`src/sv/cartridge_bank_mapper_chr_mirroring_defines.svh`:
```
// Assertion macros for the cartridge bank mapper.
`ifndef CARTRIDGE_BANK_MAPPER_CHR_MIRRORING_DEFINES_SVH
`define CARTRIDGE_BANK_MAPPER_CHR_MIRRORING_DEFINES_SVH

`ifndef SYNTHESIS
// same-cycle implication
`define CBM_ASSERT_IMPL(label, clk, rst, ante, cons, msg) \
  label: assert property (@(posedge clk) disable iff (rst) (ante) |-> (cons)) \
    else $error(msg);
// next-cycle implication
`define CBM_ASSERT_NEXT(label, clk, rst, ante, cons, msg) \
  label: assert property (@(posedge clk) disable iff (rst) (ante) |=> (cons)) \
    else $error(msg);
`else
`define CBM_ASSERT_IMPL(label, clk, rst, ante, cons, msg)
`define CBM_ASSERT_NEXT(label, clk, rst, ante, cons, msg)
`endif

`endif

```
`src/sv/cbm_pkg.sv`:
```
`default_nettype none

package cbm_pkg;

  localparam logic [15:0] CHR_ADDR_FIRST = 16'h7EF0;
  localparam logic [15:0] CHR_ADDR_2K_LAST = 16'h7EF1;
  localparam logic [15:0] CHR_ADDR_LAST = 16'h7EF5;
  localparam logic [15:0] PRG_ADDR_FIRST = 16'h7EFA;
  localparam logic [15:0] PRG_ADDR_LAST = 16'h7EFF;
  localparam logic [15:0] PATTERN_SPACE_END = 16'h2000;

  localparam logic KIND_CPU_WRITE = 1'b0;
  localparam logic KIND_VIDEO = 1'b1;

  localparam int MOD_STEPS = 8;
  localparam int STEP_W = $clog2(MOD_STEPS);
  localparam int DIV_W = 11;   // 8 * 255 = 2040

  // register map (byte offset bit 2 selects)
  localparam logic REG_CHR_UNITS = 1'b0;
  localparam logic REG_PRG_UNITS = 1'b1;
  localparam int PADDR_W = 3;

  localparam logic [7:0] CHR_UNITS_RST = 8'd16;
  localparam logic [7:0] PRG_UNITS_RST = 8'd8;
  localparam logic [8:0] PRG_HIGH_RST = 9'd14;

  typedef struct packed {
    logic        kind;
    logic [15:0] addr;
    logic [7:0]  data;
  } item_t;

  typedef struct packed {
    logic       nametable_page;
    logic       nametable_update;
    logic [7:0] pattern_page;
    logic [8:0] prg_page_low;
    logic [8:0] prg_page_mid;
    logic [8:0] prg_page_high;
  } result_t;

  typedef struct packed {
    logic load;
    logic step;
    logic commit;
  } cmd_t;

  typedef struct packed {
    logic need_mod;
    logic out_free;
  } sts_t;

endpackage

`default_nettype wire

```
`src/sv/cbm_ctrl.sv`:
```
`default_nettype none

module cbm_ctrl (
  input  wire          clk,
  input  wire          rst,
  input  wire          item_valid,
  output logic         item_ready,
  input  cbm_pkg::sts_t sts,
  output cbm_pkg::cmd_t cmd
);

  typedef enum logic [1:0] {
    ST_IDLE,
    ST_CALC,
    ST_FINISH
  } state_t;

  state_t state;
  logic [cbm_pkg::STEP_W-1:0] cnt;

  // no transfer is taken while reset is held
  assign item_ready = (state == ST_IDLE) && !rst;

  always_comb begin
    cmd.load   = item_ready && item_valid;
    cmd.step   = (state == ST_CALC);
    cmd.commit = (state == ST_FINISH) && sts.out_free;
  end

  always_ff @(posedge clk) begin
    if (rst) begin
      state <= ST_IDLE;
      cnt   <= '0;
    end else begin
      unique case (state)
        ST_IDLE: begin
          cnt <= '0;
          if (item_valid) begin
            state <= sts.need_mod ? ST_CALC : ST_FINISH;
          end
        end
        ST_CALC: begin
          cnt <= cnt + 1'b1;
          if (cnt == cbm_pkg::STEP_W'(cbm_pkg::MOD_STEPS - 1)) begin
            state <= ST_FINISH;
          end
        end
        ST_FINISH: begin
          if (sts.out_free) begin
            state <= ST_IDLE;
          end
        end
        default: state <= ST_IDLE;
      endcase
    end
  end

endmodule

`default_nettype wire

```
`src/sv/cbm_datapath.sv`:
```
`default_nettype none

module cbm_datapath (
  input  wire                  clk,
  input  wire                  rst,
  input  wire [7:0]            chr_units,
  input  wire [7:0]            prg_units,
  input  cbm_pkg::item_t       item,
  input  cbm_pkg::cmd_t        cmd,
  output cbm_pkg::sts_t        sts,
  output logic                 result_valid,
  input  wire                  result_ready,
  output cbm_pkg::result_t     result
);

  localparam int DW = cbm_pkg::DIV_W;

  // latched item and modulo unit
  cbm_pkg::item_t item_q;
  logic [DW-1:0]  div;
  logic [DW-1:0]  rem;
  logic [7:0]     dvd;

  // mapper state
  logic [7:0] slot_bits;
  logic [7:0] pat_bank [8];
  logic [8:0] prg_bank [3];
  logic [2:0] last_slot;
  logic       cur_screen;
  logic       screen_known;

  logic [7:0] slot_bits_next;
  logic [7:0] pat_bank_next [8];
  logic [8:0] prg_bank_next [3];
  logic [2:0] last_slot_next;
  logic       cur_screen_next;
  logic       screen_known_next;
  cbm_pkg::result_t res_next;

  logic in_chr, in_prg, q_chr, q_prg, q_video;
  logic [DW:0]   trial;
  logic [DW:0]   div_ext;
  logic [7:0]    chr_page, chr_inc, chr_page1;
  logic [8:0]    prg_page;
  logic [2:0]    s_a, s_b;
  logic [3:0]    prg_off;
  logic [1:0]    prg_idx;

  assign in_chr = (item.kind == cbm_pkg::KIND_CPU_WRITE) &&
                  (item.addr >= cbm_pkg::CHR_ADDR_FIRST) &&
                  (item.addr <= cbm_pkg::CHR_ADDR_LAST);
  assign in_prg = (item.kind == cbm_pkg::KIND_CPU_WRITE) &&
                  (item.addr >= cbm_pkg::PRG_ADDR_FIRST) &&
                  (item.addr <= cbm_pkg::PRG_ADDR_LAST);

  assign q_chr = (item_q.kind == cbm_pkg::KIND_CPU_WRITE) &&
                 (item_q.addr >= cbm_pkg::CHR_ADDR_FIRST) &&
                 (item_q.addr <= cbm_pkg::CHR_ADDR_LAST);
  assign q_prg = (item_q.kind == cbm_pkg::KIND_CPU_WRITE) &&
                 (item_q.addr >= cbm_pkg::PRG_ADDR_FIRST) &&
                 (item_q.addr <= cbm_pkg::PRG_ADDR_LAST);
  assign q_video = (item_q.kind == cbm_pkg::KIND_VIDEO) &&
                   (item_q.addr < cbm_pkg::PATTERN_SPACE_END);

  assign sts.need_mod = in_chr || in_prg;
  assign sts.out_free = !result_valid || result_ready;

  // restoring remainder, one dividend bit per step
  assign div_ext = {1'b0, div};
  assign trial   = {rem, dvd[7]};

  always_ff @(posedge clk) begin
    if (cmd.load) begin
      item_q <= item;
      rem    <= '0;
      if (in_chr) begin
        div <= {chr_units, 3'b000};
        dvd <= {1'b0, item.data[6:0]};
      end else begin
        div <= {2'b00, prg_units, 1'b0};
        dvd <= item.data;
      end
    end else if (cmd.step) begin
      dvd <= {dvd[6:0], 1'b0};
      if (trial >= div_ext) begin
        rem <= DW'(trial - div_ext);
      end else begin
        rem <= trial[DW-1:0];
      end
    end
  end

  // zero page count maps everything to page 0
  assign chr_page  = (div == '0) ? 8'd0 : rem[7:0];
  assign chr_inc   = chr_page + 8'd1;
  assign chr_page1 = ((div == '0) || ({3'b000, chr_inc} == div)) ? 8'd0 : chr_inc;
  assign prg_page  = (div == '0) ? 9'd0 : {1'b0, rem[7:0]};
  assign prg_off   = item_q.addr[3:0] - cbm_pkg::PRG_ADDR_FIRST[3:0];
  assign prg_idx   = prg_off[2:1];

  always_comb begin
    slot_bits_next    = slot_bits;
    pat_bank_next     = pat_bank;
    prg_bank_next     = prg_bank;
    last_slot_next    = last_slot;
    cur_screen_next   = cur_screen;
    screen_known_next = screen_known;
    s_a               = '0;
    s_b               = '0;
    res_next          = '0;

    if (q_chr) begin
      if (item_q.addr <= cbm_pkg::CHR_ADDR_2K_LAST) begin
        s_a = {1'b0, item_q.addr[0], 1'b0};
        s_b = {1'b0, item_q.addr[0], 1'b1};
        slot_bits_next[s_a] = item_q.data[7];
        slot_bits_next[s_b] = item_q.data[7];
        pat_bank_next[s_a]  = chr_page;
        pat_bank_next[s_b]  = chr_page1;
      end else begin
        s_a = item_q.addr[2:0] + 3'd2;
        slot_bits_next[s_a] = item_q.data[7];
        pat_bank_next[s_a]  = chr_page;
      end
      cur_screen_next   = slot_bits_next[last_slot];
      screen_known_next = 1'b1;
      res_next.nametable_update = 1'b1;
    end else if (q_prg) begin
      prg_bank_next[prg_idx] = prg_page;
    end else if (q_video) begin
      s_a            = item_q.addr[12:10];
      last_slot_next = s_a;
      if (!screen_known || (slot_bits[s_a] != cur_screen)) begin
        cur_screen_next   = slot_bits[s_a];
        screen_known_next = 1'b1;
        res_next.nametable_update = 1'b1;
      end
      res_next.pattern_page = pat_bank[s_a];
    end

    res_next.nametable_page = cur_screen_next;
    res_next.prg_page_low   = prg_bank_next[0];
    res_next.prg_page_mid   = prg_bank_next[1];
    res_next.prg_page_high  = prg_bank_next[2];
  end

  always_ff @(posedge clk) begin
    if (rst) begin
      slot_bits    <= '0;
      last_slot    <= '0;
      cur_screen   <= 1'b0;
      screen_known <= 1'b0;
      for (int i = 0; i < 8; i++) begin
        pat_bank[i] <= 8'(i);
      end
      prg_bank[0]  <= 9'd0;
      prg_bank[1]  <= 9'd1;
      prg_bank[2]  <= cbm_pkg::PRG_HIGH_RST;
      result_valid <= 1'b0;
    end else begin
      if (cmd.commit) begin
        slot_bits    <= slot_bits_next;
        pat_bank     <= pat_bank_next;
        prg_bank     <= prg_bank_next;
        last_slot    <= last_slot_next;
        cur_screen   <= cur_screen_next;
        screen_known <= screen_known_next;
        result_valid <= 1'b1;
      end else if (result_ready) begin
        result_valid <= 1'b0;
      end
    end
  end

  always_ff @(posedge clk) begin
    if (cmd.commit) begin
      result <= res_next;
    end
  end

endmodule

`default_nettype wire

```
`src/sv/cartridge_bank_mapper_chr_mirroring.sv`:
```
`default_nettype none

// Bank mapper for a game cartridge with per-slot single-screen nametable
// select. Each item is one transfer on the item channel: a CPU write to the
// mapper registers (kind 0) or a video pattern fetch (kind 1). Every item
// gives exactly one transfer on the result channel carrying the nametable
// page, an update flag, the 1KB pattern page of the fetched slot and the three
// switchable 8KB program pages. Pattern and program bank writes reduce the
// written page modulo the ROM page count with a restoring remainder unit that
// takes one dividend bit per cycle, so a bank write passes through accept,
// 8 remainder steps and commit; every other item goes straight to commit.
// One item is in flight at a time; the result sits in an output register, so
// the next item is accepted while an earlier result still waits to be taken.
// ROM sizes are set over the APB port: offset 0x0 holds the pattern ROM size
// in 8KB units, offset 0x4 the program ROM size in 16KB units; write them only
// while the block is idle. A size of 0 maps every bank write of that kind to
// page 0.

`include "cartridge_bank_mapper_chr_mirroring_defines.svh"

module cartridge_bank_mapper_chr_mirroring (
  input  wire                          clk,
  input  wire                          rst,
  // config port
  input  wire                          psel,
  input  wire                          penable,
  input  wire                          pwrite,
  input  wire [cbm_pkg::PADDR_W-1:0]   paddr,
  input  wire [31:0]                   pwdata,
  output logic [31:0]                  prdata,
  output logic                         pready,
  // item channel
  input  wire                          item_valid,
  output logic                         item_ready,
  input  cbm_pkg::item_t               item,
  // result channel
  output logic                         result_valid,
  input  wire                          result_ready,
  output cbm_pkg::result_t             result
);

  logic [7:0] chr_units;
  logic [7:0] prg_units;
  logic       cfg_wr;

  cbm_pkg::cmd_t cmd;
  cbm_pkg::sts_t sts;

  // APB: zero wait states; byte offset bits ignored
  assign pready = 1'b1;
  assign cfg_wr = psel && penable && pwrite && pready;

  always_ff @(posedge clk) begin
    if (rst) begin
      chr_units <= cbm_pkg::CHR_UNITS_RST;
      prg_units <= cbm_pkg::PRG_UNITS_RST;
    end else if (cfg_wr) begin
      unique case (paddr[2])
        cbm_pkg::REG_CHR_UNITS: chr_units <= pwdata[7:0];
        cbm_pkg::REG_PRG_UNITS: prg_units <= pwdata[7:0];
        default: ;
      endcase
    end
  end

  always_comb begin
    unique case (paddr[2])
      cbm_pkg::REG_CHR_UNITS: prdata = {24'd0, chr_units};
      cbm_pkg::REG_PRG_UNITS: prdata = {24'd0, prg_units};
      default:                prdata = '0;
    endcase
  end

  // sequencer: accept, remainder steps for bank writes, commit
  cbm_ctrl u_ctrl (
    .clk        (clk),
    .rst        (rst),
    .item_valid (item_valid),
    .item_ready (item_ready),
    .sts        (sts),
    .cmd        (cmd)
  );

  // bank state, remainder unit and result register
  cbm_datapath u_dp (
    .clk          (clk),
    .rst          (rst),
    .chr_units    (chr_units),
    .prg_units    (prg_units),
    .item         (item),
    .cmd          (cmd),
    .sts          (sts),
    .result_valid (result_valid),
    .result_ready (result_ready),
    .result       (result)
  );

  // a commit only lands when the result register can take it
  `CBM_ASSERT_IMPL(a_commit_free, clk, rst, cmd.commit, sts.out_free, "commit with result register full")
  // commit always leaves a result pending
  `CBM_ASSERT_NEXT(a_commit_valid, clk, rst, cmd.commit, result_valid, "commit did not present a result")
  // one item at a time: busy right after an accepted transfer
  `CBM_ASSERT_NEXT(a_busy_after_accept, clk, rst, item_valid && item_ready, !item_ready, "item accepted while busy")

endmodule

`default_nettype wire
```
`config.mk`:
```
export PLATFORM = sky130hd
export DESIGN_NAME = cartridge_bank_mapper_chr_mirroring
export DESIGN_NICKNAME = d
export VERILOG_FILES = /design/src/sv/cbm_pkg.sv /design/src/sv/cbm_ctrl.sv /design/src/sv/cbm_datapath.sv /design/src/sv/cartridge_bank_mapper_chr_mirroring.sv
export VERILOG_INCLUDE_DIRS = /design/src /design/src/sv
export SDC_FILE = /design/constraint.sdc
export NUM_CORES = 1
export LEC_CHECK = 0
export BUFFER_PORTS_ARGS = -buffer_cell sky130_fd_sc_hd__buf_2
export CORE_ASPECT_RATIO = 0.7
export CORE_MARGIN = 2
export CORE_UTILIZATION = 36
export DETAILED_ROUTE_END_ITERATION = 10
export PLACE_DENSITY = 0.63
export RECOVER_POWER = 50
export SKIP_CTS_REPAIR_TIMING = 1
export SLEW_MARGIN = 10
export SYNTH_ARGS = -nofsm -noshare
export SYNTH_HDL_FRONTEND = slang
export SYNTH_SLANG_ARGS = --single-unit
```
`constraint.sdc`:
```
create_clock -name clk -period 3.43 [get_ports clk]
set_clock_uncertainty 0.2 [all_clocks]
set_input_delay 0.686 -clock clk [delete_from_list [all_inputs] [get_ports clk]]
set_output_delay 0.686 -clock clk [all_outputs]
set_load 0.03 [all_outputs]
```
==> impl_metrics.xml, run 1 <==
<?xml version="1.0" encoding="UTF-8"?>
<metrics>
  <group name="sta">
    <metric name="layout_setup_ws" unit="ns">-0.0429</metric>
    <metric name="timing_worst_slew_pin_value" unit="ns">0.927</metric>
    <metric name="totalNegativeSetupSlack" unit="ns">-0.278</metric>
    <metric name="setup_viol" unit="">11</metric>
    <metric name="worst_slew_margin_rel" unit="%">38.0</metric>
    <metric name="finalHoldViolCount" unit="">0</metric>
    <metric name="final.min_clock_period" unit="ns">3.47</metric>
    <metric name="clock.fmax" unit="GHz">0.288</metric>
    <metric name="unrepaired_setup_endpoints_after_global_routing" unit="">true</metric>
    <metric name="post-route-period-util" unit="%">101</metric>
    <metric name="final-max-slew-violation-count" unit="">0</metric>
  </group>
  <group name="synthesis">
    <metric name="synth-seq-cells" unit="">210</metric>
    <metric name="ys_warn_count" unit="">0</metric>
    <metric name="postSynth.topFlopCell" unit="">dfxtp_1</metric>
    <metric name="ys_types" unit="">63</metric>
    <metric name="avgSynthCellArea" unit="um^2">9.59</metric>
    <metric name="synth-edff-count" unit="">73</metric>
    <metric name="post_synth_inst_count" unit="">1014</metric>
    <metric name="asyncSetResetFlopFracSynth" unit="%">0</metric>
    <metric name="total_standard_cell_area_after_synthesis" unit="mm^2">0.00972</metric>
    <metric name="ys_seq_area_share" unit="%">50.8</metric>
  </group>
  <group name="hold_path">
    <metric name="worst_hold_path_type" unit="">input pin to register</metric>
  </group>
  <group name="worst_setup_path">
    <metric name="r2r_cells" unit="">15</metric>
    <metric name="crit_chain" unit="">or4_4, nor3_4, nand2_2, nand2_2, inv_2, ha_4, nand3_4, xnor2_4, nor3_2, a21o_1, nand3b_1, o41ai_4, buf_4, nor3_4, a22o_1</metric>
    <metric name="reg2reg_to" unit="">u_dp.pat_bank[55]</metric>
    <metric name="timing.critical_path.slowest_stage_cell" unit="">or4_4</metric>
    <metric name="path_delay_family" unit="">simple AND/OR/NAND/NOR gates</metric>
    <metric name="crit_arrival" unit="ns">3.67</metric>
    <metric name="worst_setup_path_start_kind" unit="">register</metric>
    <metric name="cp_max_fo" unit="">5</metric>
    <metric name="critPathCapture" unit="">u_dp.pat_bank[55]</metric>
    <metric name="startpoint" unit="">u_dp.div[5]</metric>
    <metric name="cp.buffers_inverters" unit="">2</metric>
    <metric name="worst_r2r_startpoint" unit="">u_dp.div[5]</metric>
    <metric name="worst-setup-path-type" unit="">register to register</metric>
    <metric name="worst_path_largest_cell_delay" unit="ns">0.59</metric>
    <metric name="ff2ff_setup_slack" unit="ns">-0.04</metric>
    <metric name="cp_num_cells" unit="">15</metric>
    <metric name="cp_endpoint_kind" unit="">register</metric>
    <metric name="cp_data_required_time" unit="ns">3.63</metric>
  </group>
  <group name="floorplan">
    <metric name="chipWidth" unit="um">200</metric>
    <metric name="chipHeight" unit="um">141</metric>
    <metric name="placement_rows" unit="">50</metric>
    <metric name="initial_core_util" unit="%">36.5</metric>
    <metric name="ios" unit="">139</metric>
    <metric name="dieArea" unit="mm^2">0.0284</metric>
    <metric name="fp.coreArea" unit="mm^2">0.0267</metric>
  </group>
  <group name="layout">
    <metric name="multi_input_area" unit="mm^2">0.00446</metric>
    <metric name="nets" unit="">1175</metric>
    <metric name="area.growth.synth_to_final" unit="%">17.0</metric>
    <metric name="antennaDiodeCount" unit="">0</metric>
    <metric name="mostFrequentLayoutCells" unit="">nor2_1 (169), dfxtp_1 (137), nand2_1 (109), a21oi_1 (93), edfxtp_1 (73)</metric>
    <metric name="final_common_cell" unit="">nor2_1</metric>
    <metric name="layout.filler_cells" unit="">2591</metric>
    <metric name="stdcell_count" unit="">1474</metric>
    <metric name="layout-drive-gt1-share" unit="%">18.6</metric>
    <metric name="area.sequential" unit="mm^2">0.00493</metric>
  </group>
  <group name="clocking">
    <metric name="clock-root-buffer" unit="">clkbuf_16</metric>
    <metric name="clkSlewWorstSetupHoldPaths" unit="ns">0.07</metric>
    <metric name="ctsHtreeMaxLevel" unit="">1</metric>
    <metric name="clock-sinks" unit="">210</metric>
    <metric name="tritoncts" unit="">yes</metric>
    <metric name="number_of_clock_buffers_inserted_by_tritoncts" unit="">22</metric>
    <metric name="number_of_buffers_on_the_longest_clock_path" unit="">3</metric>
    <metric name="clkLatencyLatePin" unit="ns">0.51</metric>
  </group>
  <group name="global_routing">
    <metric name="grt_pass1_wl" unit="um">37800</metric>
    <metric name="grt_start_max_net_pins" unit="">73</metric>
    <metric name="grt.overflow.total" unit="">0</metric>
    <metric name="grt_pass1_vias" unit="">7016</metric>
    <metric name="track_usage" unit="%">16.5</metric>
    <metric name="antenna_found_initial" unit="">0</metric>
  </group>
  <group name="power">
    <metric name="leakage" unit="nW">4.31</metric>
    <metric name="power" unit="mW">5.50</metric>
    <metric name="ir_drop" unit="uV">267</metric>
    <metric name="power.density" unit="mW/mm^2">484</metric>
  </group>
  <group name="placed_design">
    <metric name="gpl.final_weighted_congestion" unit="">0.855</metric>
    <metric name="inst_count_dp" unit="">1429</metric>
    <metric name="dpl.hpwl" unit="um">16600</metric>
    <metric name="placement.io_buffers" unit="">87</metric>
    <metric name="pre_cts_slack" unit="ns">0.0317</metric>
  </group>
  <group name="route">
    <metric name="routedWlPerCell" unit="um">16.4</metric>
    <metric name="via_per_inst" unit="">5.11</metric>
    <metric name="route.final.wire_length" unit="um">24100</metric>
    <metric name="drt.antenna.violating_nets" unit="">0</metric>
    <metric name="detail_route.drc_violations" unit="">0</metric>
    <metric name="drt_iter0_markers" unit="">606</metric>
    <metric name="drt_first_pass_iters" unit="">5</metric>
    <metric name="vias" unit="">7537</metric>
  </group>
  <group name="outcome">
    <metric name="violations" unit="">setup timing</metric>
    <metric name="outcome" unit="">complete, but fails checks</metric>
  </group>
  <group name="run">
    <metric name="maxCapViolCount" unit="">0</metric>
  </group>
</metrics>
-- synth_stat cells (7+ instances only) --
master	count	area, um^2
a21o_1	10	75.1
mux2i_1	26	260
a21oi_1	93	465
mux4_2	18	405
nor2b_1	7	43.8
nand4_1	12	75.1
o21ai_0	42	210
a31oi_1	10	62.6
nand3b_1	9	67.6
buf_4	25	188
edfxtp_1	73	2190
nand3_1	20	100
nand2_1	112	420
dfxtp_1	137	2740
inv_1	24	90.1
xnor2_1	13	114
ha_1	13	163
nand2b_1	9	56.3
mux2_2	22	248
nor2_1	170	638
clkbuf_1	54	203
nor3_1	13	65.1
a22o_1	14	123
and2_1	7	43.8
a211o_1	12	105
-- stage by stage --
step,cell area [um^2],utilization (%),hold WS [ns]
floorplan,9840,-,0.230
global placement,10500,39.4,0.241
detailed placement,10500,39.4,0.249
CTS,11300,42.3,0.157
global route,11400,42.7,0.163
finish,11400,42.7,0.172
-- sequential cells by signal, indices dropped and copies added, names as in the netlist --
signal             count
prg_units              8
u_dp.cur_screen        1
u_dp.rem              11
u_dp.result           37
u_dp.dvd               8
u_dp.slot_bits         8
u_dp.last_slot         3
u_dp.result_valid      1
u_ctrl.state           2
u_dp.pat_bank         64
chr_units              8
u_dp.div              10
u_dp.screen_known      1
u_ctrl.cnt             3
u_dp.prg_bank         27
u_dp.item_q           18
-- worst register-to-register path: stages (launching register included) --
cell,delay (ns)
edfxtp_1,0.39
or4_4,0.59
nor3_4,0.20
nand2_2,0.10
nand2_2,0.09
inv_2,0.05
ha_4,0.18
nand3_4,0.11
xnor2_4,0.09
nor3_2,0.17
a21o_1,0.16
nand3b_1,0.15
o41ai_4,0.39
buf_4,0.20
nor3_4,0.05
a22o_1,0.24
-- cell families after synthesis --
kind of cell,share of synthesized area (%)
multiplexers,9.40
XOR/XNOR,1.71
other,0.0772
AND/OR/NAND/NOR,17.9
buffers and inverters,5.28
AO/OA/AOI/OAI,13.0
flip-flops,50.8
adder cells (fa/ha/maj),1.88
-- report_power, final --
group	switching, mW	internal (mW)
clock network	1.02	1.50
logic	0.230	0.0942
registers	0.0302	2.62
total	1.28	4.22
-- how the worst min path moves through the flow --
stage                      startpoint                end  slack, ns  depth (start not counted)
global placement    u_dp.pat_bank[26]  u_dp.pat_bank[26]       0.24                          1
detailed placement   u_dp.pat_bank[2]   u_dp.pat_bank[2]       0.25                          1
CTS                          item[18]    u_dp.item_q[18]       0.16                          1
finish                       item[12]    u_dp.item_q[12]       0.17                          1
floorplan           u_dp.pat_bank[41]  u_dp.pat_bank[41]       0.23                          1
global route                 item[14]    u_dp.item_q[14]       0.16                          1
-- per-layer routing --
metal	vias to the layer above	part of all wire, %	GRT usage (%)
met5	-	0	0
met4	0	1.6	3.12
met3	27	4.5	2.50
met2	175	43	25.2
met1	3653	51	24.8
li1	3682	-	-
-- final cells by class --
| cell class | instances | share of cell area (%) |
|---|---|---|
| Clock buffer | 31 | 5.77 |
| Clock inverter | 9 | 1.04 |
| Inverter | 25 | 0.825 |
| Multi-Input combinational cell | 716 | 39.2 |
| Sequential cell | 210 | 43.4 |
| Tap cell | 364 | 4.00 |
| Timing Repair Buffer | 119 | 5.79 |
(Power assumes the default switching activity.)
==> inputs of run 2 (changes only) <==
--- a/config.mk
+++ b/config.mk
@@ -11,6 +11,7 @@
 export CORE_MARGIN = 2
 export CORE_UTILIZATION = 36
 export DETAILED_ROUTE_END_ITERATION = 10
+export GPL_TIMING_DRIVEN = 0
 export PLACE_DENSITY = 0.63
 export RECOVER_POWER = 50
 export SKIP_CTS_REPAIR_TIMING = 1
==> run 2 against run 1 <==
Effect of this change: the flow still finishes with violations (setup timing); critical path depth rose by 1; setup slack lost 0.038 ns; global-route usage grew 1.1 points; worst hold slack worse by 0.013 ns; critical path type unchanged; critical endpoint is now u_dp.pat_bank[50].
==> impl_metrics.xml, run 2 (same netlist as run 1, synthesis figures left out) <==
<?xml version="1.0" encoding="UTF-8"?>
<metrics>
  <group name="power">
    <metric name="power.density" unit="mW/mm^2">465</metric>
    <metric name="power" unit="mW">5.51</metric>
    <metric name="power_switching_share" unit="%">23.0</metric>
    <metric name="p_comb_share" unit="%">6.6</metric>
    <metric name="p_switching" unit="mW">1.27</metric>
    <metric name="leakage" unit="nW">4.56</metric>
    <metric name="power_report.internal_total" unit="mW">4.24</metric>
    <metric name="ir_drop" unit="uV">299</metric>
    <metric name="power.share.clock" unit="%">45.4</metric>
    <metric name="seq_power_share" unit="%">48.0</metric>
  </group>
  <group name="layout">
    <metric name="antennaDiodeCount" unit="">0</metric>
    <metric name="area.growth.synth_to_final" unit="%">21.8</metric>
    <metric name="nets" unit="">1253</metric>
    <metric name="reg_top3" unit="">u_dp.pat_bank (64), u_dp.result (37), u_dp.prg_bank (27)</metric>
    <metric name="layout-drive-gt1-share" unit="%">20.1</metric>
    <metric name="largest-register" unit="">u_dp.pat_bank</metric>
    <metric name="mostFrequentLayoutCells" unit="">nor2_1 (168), dfxtp_1 (137), nand2_1 (109), a21oi_1 (93), buf_2 (78)</metric>
    <metric name="stdcell_count" unit="">1552</metric>
    <metric name="finish.utilization" unit="%">44.4</metric>
    <metric name="final_common_cell" unit="">nor2_1</metric>
    <metric name="largest_reg_flops" unit="">64</metric>
  </group>
  <group name="floorplan">
    <metric name="chipHeight" unit="um">141</metric>
    <metric name="dieArea" unit="mm^2">0.0284</metric>
    <metric name="ios" unit="">139</metric>
    <metric name="initial_core_util" unit="%">36.5</metric>
    <metric name="fp.coreArea" unit="mm^2">0.0267</metric>
    <metric name="chipWidth" unit="um">200</metric>
    <metric name="placement_rows" unit="">50</metric>
  </group>
  <group name="global_routing">
    <metric name="met1_usage" unit="%">25.9</metric>
    <metric name="grtUsageMet3" unit="%">3.22</metric>
    <metric name="grt_pass1_vias" unit="">7306</metric>
    <metric name="grt.overflow.total" unit="">0</metric>
    <metric name="grt_start_max_net_pins" unit="">38</metric>
    <metric name="antenna_found_initial" unit="">0</metric>
    <metric name="gr-max-usage-layer" unit="">met2</metric>
    <metric name="track_usage" unit="%">17.6</metric>
    <metric name="grt.met2_usage" unit="%">27.0</metric>
    <metric name="grt_pass1_wl" unit="um">39900</metric>
  </group>
  <group name="worst_setup_path">
    <metric name="worst_path_largest_cell_delay" unit="ns">0.55</metric>
    <metric name="path_delay_family" unit="">simple AND/OR/NAND/NOR gates</metric>
    <metric name="cp_max_fo" unit="">5</metric>
    <metric name="critPathCapture" unit="">u_dp.pat_bank[50]</metric>
    <metric name="r2r_cells" unit="">16</metric>
    <metric name="cp.buffers_inverters" unit="">3</metric>
    <metric name="worst_setup_path_start_kind" unit="">register</metric>
    <metric name="ff2ff_setup_slack" unit="ns">-0.08</metric>
    <metric name="reg2reg_to" unit="">u_dp.pat_bank[50]</metric>
    <metric name="cp_data_required_time" unit="ns">3.63</metric>
    <metric name="crit_chain" unit="">or4_4, nor3_4, nand2_4, nand2_4, buf_8, inv_4, ha_4, nand3_4, xnor2_4, nor3_2, a21o_1, nand3b_1, o41ai_4, buf_4, nor3_4, a22o_1</metric>
    <metric name="cp_num_cells" unit="">16</metric>
    <metric name="cp_endpoint_kind" unit="">register</metric>
    <metric name="startpoint" unit="">u_dp.div[7]</metric>
    <metric name="timing.critical_path.slowest_stage_cell" unit="">or4_4</metric>
    <metric name="worst_r2r_startpoint" unit="">u_dp.div[7]</metric>
    <metric name="crit_arrival" unit="ns">3.71</metric>
    <metric name="worst-setup-path-type" unit="">register to register</metric>
  </group>
  <group name="sta">
    <metric name="timing_worst_slew_pin_value" unit="ns">0.956</metric>
    <metric name="clock.fmax" unit="GHz">0.285</metric>
    <metric name="final-max-slew-violation-count" unit="">0</metric>
    <metric name="post-route-period-util" unit="%">102</metric>
    <metric name="setup_viol" unit="">11</metric>
    <metric name="layout_setup_ws" unit="ns">-0.0812</metric>
    <metric name="hold-worst-slack" unit="ns">0.159</metric>
    <metric name="unrepaired_setup_endpoints_after_global_routing" unit="">true</metric>
    <metric name="finalHoldViolCount" unit="">0</metric>
    <metric name="final.min_clock_period" unit="ns">3.51</metric>
    <metric name="worst_slew_margin_rel" unit="%">36.3</metric>
  </group>
  <group name="route">
    <metric name="route.final.wire_length" unit="um">25600</metric>
    <metric name="vias" unit="">7878</metric>
    <metric name="routedWlPerCell" unit="um">16.5</metric>
    <metric name="via_per_inst" unit="">5.08</metric>
    <metric name="detail_route.drc_violations" unit="">0</metric>
    <metric name="drt_iter0_markers" unit="">582</metric>
    <metric name="drt.antenna.violating_nets" unit="">0</metric>
    <metric name="drt_first_pass_iters" unit="">5</metric>
  </group>
  <group name="outcome">
    <metric name="outcome" unit="">complete, but fails checks</metric>
    <metric name="violations" unit="">setup timing</metric>
  </group>
  <group name="clocking">
    <metric name="clock-sinks" unit="">210</metric>
    <metric name="clkSlewWorstSetupHoldPaths" unit="ns">0.07</metric>
    <metric name="ctsHtreeMaxLevel" unit="">1</metric>
    <metric name="clkLatencyLatePin" unit="ns">0.51</metric>
    <metric name="clock-root-buffer" unit="">clkbuf_16</metric>
    <metric name="tritoncts" unit="">yes</metric>
    <metric name="number_of_buffers_on_the_longest_clock_path" unit="">3</metric>
    <metric name="number_of_clock_buffers_inserted_by_tritoncts" unit="">22</metric>
  </group>
  <group name="hold_path">
    <metric name="worst_hold_path.num_cells" unit="">1</metric>
    <metric name="worst_hold_path_type" unit="">input pin to register</metric>
  </group>
  <group name="run">
    <metric name="maxCapViolCount" unit="">0</metric>
  </group>
  <group name="placed_design">
    <metric name="gpl.final_weighted_congestion" unit="">0.826</metric>
    <metric name="placement.io_buffers" unit="">87</metric>
    <metric name="inst_count_dp" unit="">1489</metric>
    <metric name="pre_cts_slack" unit="ns">-0.499</metric>
    <metric name="dpl.hpwl" unit="um">18300</metric>
  </group>
</metrics>
run 2: changes by cell type in the layout (fill, tap and decap cells not counted), sizes merged:
cell,change
bufinv,-2
clkbuf,+53
clkinvlp,-3
buf,+31
clkinv,-1
run 2: layout make-up:
cell class | instances | area (um^2)
Timing Repair Buffer | 111 | 614
Multi-Input combinational cell | 716 | 4520
Fill cell | 2584 | 14800
Clock buffer | 37 | 752
Tap cell | 364 | 455
Buffer | 86 | 445
Sequential cell | 210 | 4930
Inverter | 25 | 96.3
Clock inverter | 3 | 23.8
run 2: how the worst min path moves through the flow:
| stage | slack [ns] | startpoint | to |
|---|---|---|---|
| 5_1_grt | 0.15 | item[14] | u_dp.item_q[14] |
| 4_1_cts | 0.15 | item[13] | u_dp.item_q[13] |
| 2_1_floorplan | 0.23 | u_dp.pat_bank[41] | u_dp.pat_bank[41] |
| 3_5_place_dp | 0.25 | u_dp.pat_bank[10] | u_dp.pat_bank[10] |
| 3_3_place_gp | 0.24 | u_dp.pat_bank[41] | u_dp.pat_bank[41] |
| 6_report | 0.16 | item[13] | u_dp.item_q[13] |
run 2: layer usage:
| metal | vias to the layer above | wire [um] |
|---|---|---|
| met5 | - | 0 |
| met1 | 3751 | 12300 |
| li1 | 3838 | - |
| met2 | 249 | 11100 |
| met4 | 0 | 474 |
| met3 | 40 | 1800 |
run 2: power groups by stage:
stage	clock [mW]	combinational, mW	sequential (mW)
5_1_grt	2.66	0.393	2.65
3_5_place_dp	0	0.357	2.70
2_1_floorplan	0	0.217	2.73
4_1_cts	2.56	0.359	2.65
3_3_place_gp	0	0.351	2.70
6_report	2.50	0.362	2.65
run 2: metrics by stage:
step / instance area (um^2) / setup TNS (ns)
finish: 11800 / -0.530
global route: 11800 / -2.10
CTS: 11500 / -6.54
detailed placement: 10700 / -6.34
global placement: 10700 / -36.56
floorplan: 9840 / -0.00919
==> inputs of run 3 (changes only) <==
--- a/config.mk
+++ b/config.mk
@@ -9,11 +9,12 @@
 export BUFFER_PORTS_ARGS = -buffer_cell sky130_fd_sc_hd__buf_2
 export CORE_ASPECT_RATIO = 0.7
 export CORE_MARGIN = 2
-export CORE_UTILIZATION = 36
+export CORE_UTILIZATION = 52
 export DETAILED_ROUTE_END_ITERATION = 10
 export GPL_TIMING_DRIVEN = 0
-export PLACE_DENSITY = 0.63
+export PLACE_DENSITY = 0.83
 export RECOVER_POWER = 50
+export REMOVE_ABC_BUFFERS = 1
 export SKIP_CTS_REPAIR_TIMING = 1
 export SLEW_MARGIN = 10
 export SYNTH_ARGS = -nofsm -noshare
==> run 3 against run 2 <==
Effect of this change: non-clock buffer count down 78; sequential power about the same; routed wire length decreased by 11%; design area shrank 5.0%; final cell count decreased by 13%; clock-buffer cell count decreased by 11; the flow finishes with violations (DRC, setup timing); critical path type unchanged; via count down 1.9%; global-route usage grew 4.0 points; critical path depth down 2; utilization is 17 points higher; largest power group unchanged.
==> impl_metrics.xml, run 3 (same netlist as run 1, synthesis figures left out) <==
<?xml version="1.0" encoding="UTF-8"?>
<metrics>
  <group name="worst_setup_path">
    <metric name="crit_arrival" unit="ns">3.76</metric>
    <metric name="cp_max_fo" unit="">5</metric>
    <metric name="worst_setup_path_start_kind" unit="">register</metric>
    <metric name="cp_data_required_time" unit="ns">3.62</metric>
    <metric name="worst-setup-path-type" unit="">register to register</metric>
    <metric name="cp_endpoint_kind" unit="">register</metric>
  </group>
  <group name="route">
    <metric name="drt.antenna.violating_nets" unit="">0</metric>
    <metric name="routedWlPerCell" unit="um">17.0</metric>
    <metric name="detail_route.drc_violations" unit="">4</metric>
    <metric name="detailroute.wirelength.met2" unit="um">10500</metric>
    <metric name="drt_first_pass_iters" unit="">10</metric>
    <metric name="met3WireLength" unit="um">1970</metric>
    <metric name="drt_iter0_markers" unit="">1047</metric>
    <metric name="via_per_inst" unit="">5.75</metric>
    <metric name="vias" unit="">7725</metric>
    <metric name="route.final.wire_length" unit="um">22800</metric>
    <metric name="route.top_layer_used" unit="">met4</metric>
    <metric name="route.layer.met1.wl" unit="um">9910</metric>
  </group>
  <group name="sta">
    <metric name="hold-worst-slack" unit="ns">0.170</metric>
    <metric name="clock.fmax" unit="GHz">0.280</metric>
    <metric name="setup_viol" unit="">14</metric>
    <metric name="post-route-period-util" unit="%">104</metric>
    <metric name="totalNegativeSetupSlack" unit="ns">-0.893</metric>
    <metric name="final.min_clock_period" unit="ns">3.57</metric>
    <metric name="timing_worst_slew_pin_value" unit="ns">0.963</metric>
    <metric name="layout_setup_ws" unit="ns">-0.137</metric>
    <metric name="unrepaired_setup_endpoints_after_global_routing" unit="">true</metric>
    <metric name="worst_slew_margin_rel" unit="%">34.9</metric>
    <metric name="finalHoldViolCount" unit="">0</metric>
    <metric name="final-max-slew-violation-count" unit="">0</metric>
  </group>
  <group name="power">
    <metric name="power_report.internal_total" unit="mW">4.09</metric>
    <metric name="power_switching_share" unit="%">23.1</metric>
    <metric name="leakage" unit="nW">4.34</metric>
    <metric name="p_comb_share" unit="%">6.1</metric>
    <metric name="ir_drop" unit="uV">477</metric>
    <metric name="power.share.clock" unit="%">44.0</metric>
    <metric name="seq_power_share" unit="%">49.9</metric>
    <metric name="p_switching" unit="mW">1.23</metric>
    <metric name="power" unit="mW">5.32</metric>
    <metric name="power.density" unit="mW/mm^2">473</metric>
  </group>
  <group name="floorplan">
    <metric name="placement_rows" unit="">41</metric>
    <metric name="chipHeight" unit="um">118</metric>
    <metric name="initial_core_util" unit="%">53.5</metric>
    <metric name="chipWidth" unit="um">167</metric>
    <metric name="dieArea" unit="mm^2">0.0198</metric>
    <metric name="ios" unit="">139</metric>
    <metric name="fp.coreArea" unit="mm^2">0.0182</metric>
  </group>
  <group name="outcome">
    <metric name="outcome" unit="">complete, but fails checks</metric>
    <metric name="violations" unit="">DRC, setup timing</metric>
  </group>
  <group name="clocking">
    <metric name="tritoncts" unit="">yes</metric>
    <metric name="ctsHtreeMaxLevel" unit="">1</metric>
    <metric name="number_of_buffers_on_the_longest_clock_path" unit="">3</metric>
    <metric name="clkSlewWorstSetupHoldPaths" unit="ns">0.06</metric>
    <metric name="number_of_clock_buffers_inserted_by_tritoncts" unit="">21</metric>
    <metric name="clock-sinks" unit="">210</metric>
    <metric name="clkLatencyLatePin" unit="ns">0.51</metric>
    <metric name="clock-root-buffer" unit="">clkbuf_16</metric>
  </group>
  <group name="global_routing">
    <metric name="grt.overflow.total" unit="">0</metric>
    <metric name="track_usage" unit="%">21.6</metric>
    <metric name="grt_pass1_vias" unit="">7107</metric>
    <metric name="grt_start_max_net_pins" unit="">69</metric>
    <metric name="antenna_found_initial" unit="">0</metric>
    <metric name="grt_pass1_wl" unit="um">35400</metric>
  </group>
  <group name="placed_design">
    <metric name="placement.io_buffers" unit="">87</metric>
    <metric name="dpl.hpwl" unit="um">14600</metric>
    <metric name="pre_cts_slack" unit="ns">-0.798</metric>
    <metric name="gpl.final_weighted_congestion" unit="">0.875</metric>
  </group>
  <group name="layout">
    <metric name="layout-drive-gt1-share" unit="%">19.4</metric>
    <metric name="mostFrequentLayoutCells" unit="">nor2_1 (167), dfxtp_1 (137), nand2_1 (109), a21oi_1 (93), edfxtp_1 (73)</metric>
    <metric name="largest_reg_flops" unit="">64</metric>
    <metric name="antennaDiodeCount" unit="">0</metric>
    <metric name="largest-register" unit="">u_dp.pat_bank</metric>
    <metric name="area.growth.synth_to_final" unit="%">15.7</metric>
    <metric name="final_common_cell" unit="">nor2_1</metric>
    <metric name="reg_top3" unit="">u_dp.pat_bank (64), u_dp.result (37), u_dp.prg_bank (27)</metric>
    <metric name="finish.utilization" unit="%">61.9</metric>
    <metric name="nets" unit="">1174</metric>
  </group>
  <group name="hold_path">
    <metric name="worst_hold_path_type" unit="">input pin to register</metric>
  </group>
  <group name="run">
    <metric name="maxCapViolCount" unit="">0</metric>
  </group>
</metrics>
## run 3: changes by cell type in the layout (fill, tap and decap cells not counted), sizes merged
cell | previous run | this run
inv | 27 | 26
clkinv | 1 | 9
buf | 134 | 106
bufinv | 0 | 2
clkbuf | 100 | 39
## run 3: worst paths after layout
path	start	to	slack, ns	depth (start not counted)
setup / recovery	u_dp.div[5]	u_dp.pat_bank[36]	-0.14	14
hold / removal	item[14]	u_dp.item_q[14]	0.17	1
setup reg to reg	u_dp.div[5]	u_dp.pat_bank[36]	-0.14	14
hold reg to reg	u_dp.pat_bank[9]	u_dp.pat_bank[9]	0.26	1
## run 3: worst max-delay path, stage by stage, from the launching register on
cell and delay [ns]:
edfxtp_1 0.42, or4_4 0.58, nor3_4 0.24, nand2_4 0.13, nand2_4 0.13, inv_4 0.04
ha_4 0.17, inv_1 0.05, nor2_1 0.04, xnor2_1 0.12, nor2_2 0.23, xnor2_2 0.16
a2111oi_2 0.41, nand3b_1 0.22, a32o_1 0.29
## run 3: power by group through the flow
stage / clock [mW] / sequential [mW] / combinational [mW]
CTS: 2.35 / 2.66 / 0.305
global route: 2.48 / 2.65 / 0.350
global placement: 0 / 2.71 / 0.287
floorplan: 0 / 2.74 / 0.160
finish: 2.34 / 2.65 / 0.325
detailed placement: 0 / 2.71 / 0.304
## run 3: metal layers
metal | track usage (%) | vias to the layer above
met4 | 5.65 | 0
met5 | 0 | -
li1 | - | 3677
met3 | 3.25 | 42
met2 | 33.4 | 360
met1 | 31.8 | 3646
## run 3: final cells by class
cell class,instances,area [um^2]
fill,1425,6920
inverter,25,97.6
multi-input combinational,716,4500
clock buffer,26,584
timing repair buffer,119,712
tap,236,295
sequential,210,4930
clock inverter,12,120
## run 3: stage by stage
stage,instances,cell area [um^2]
global placement,1274,10100
CTS,1315,10900
global route,1344,11200
detailed placement,1277,10200
finish,1344,11200
floorplan,951,9390
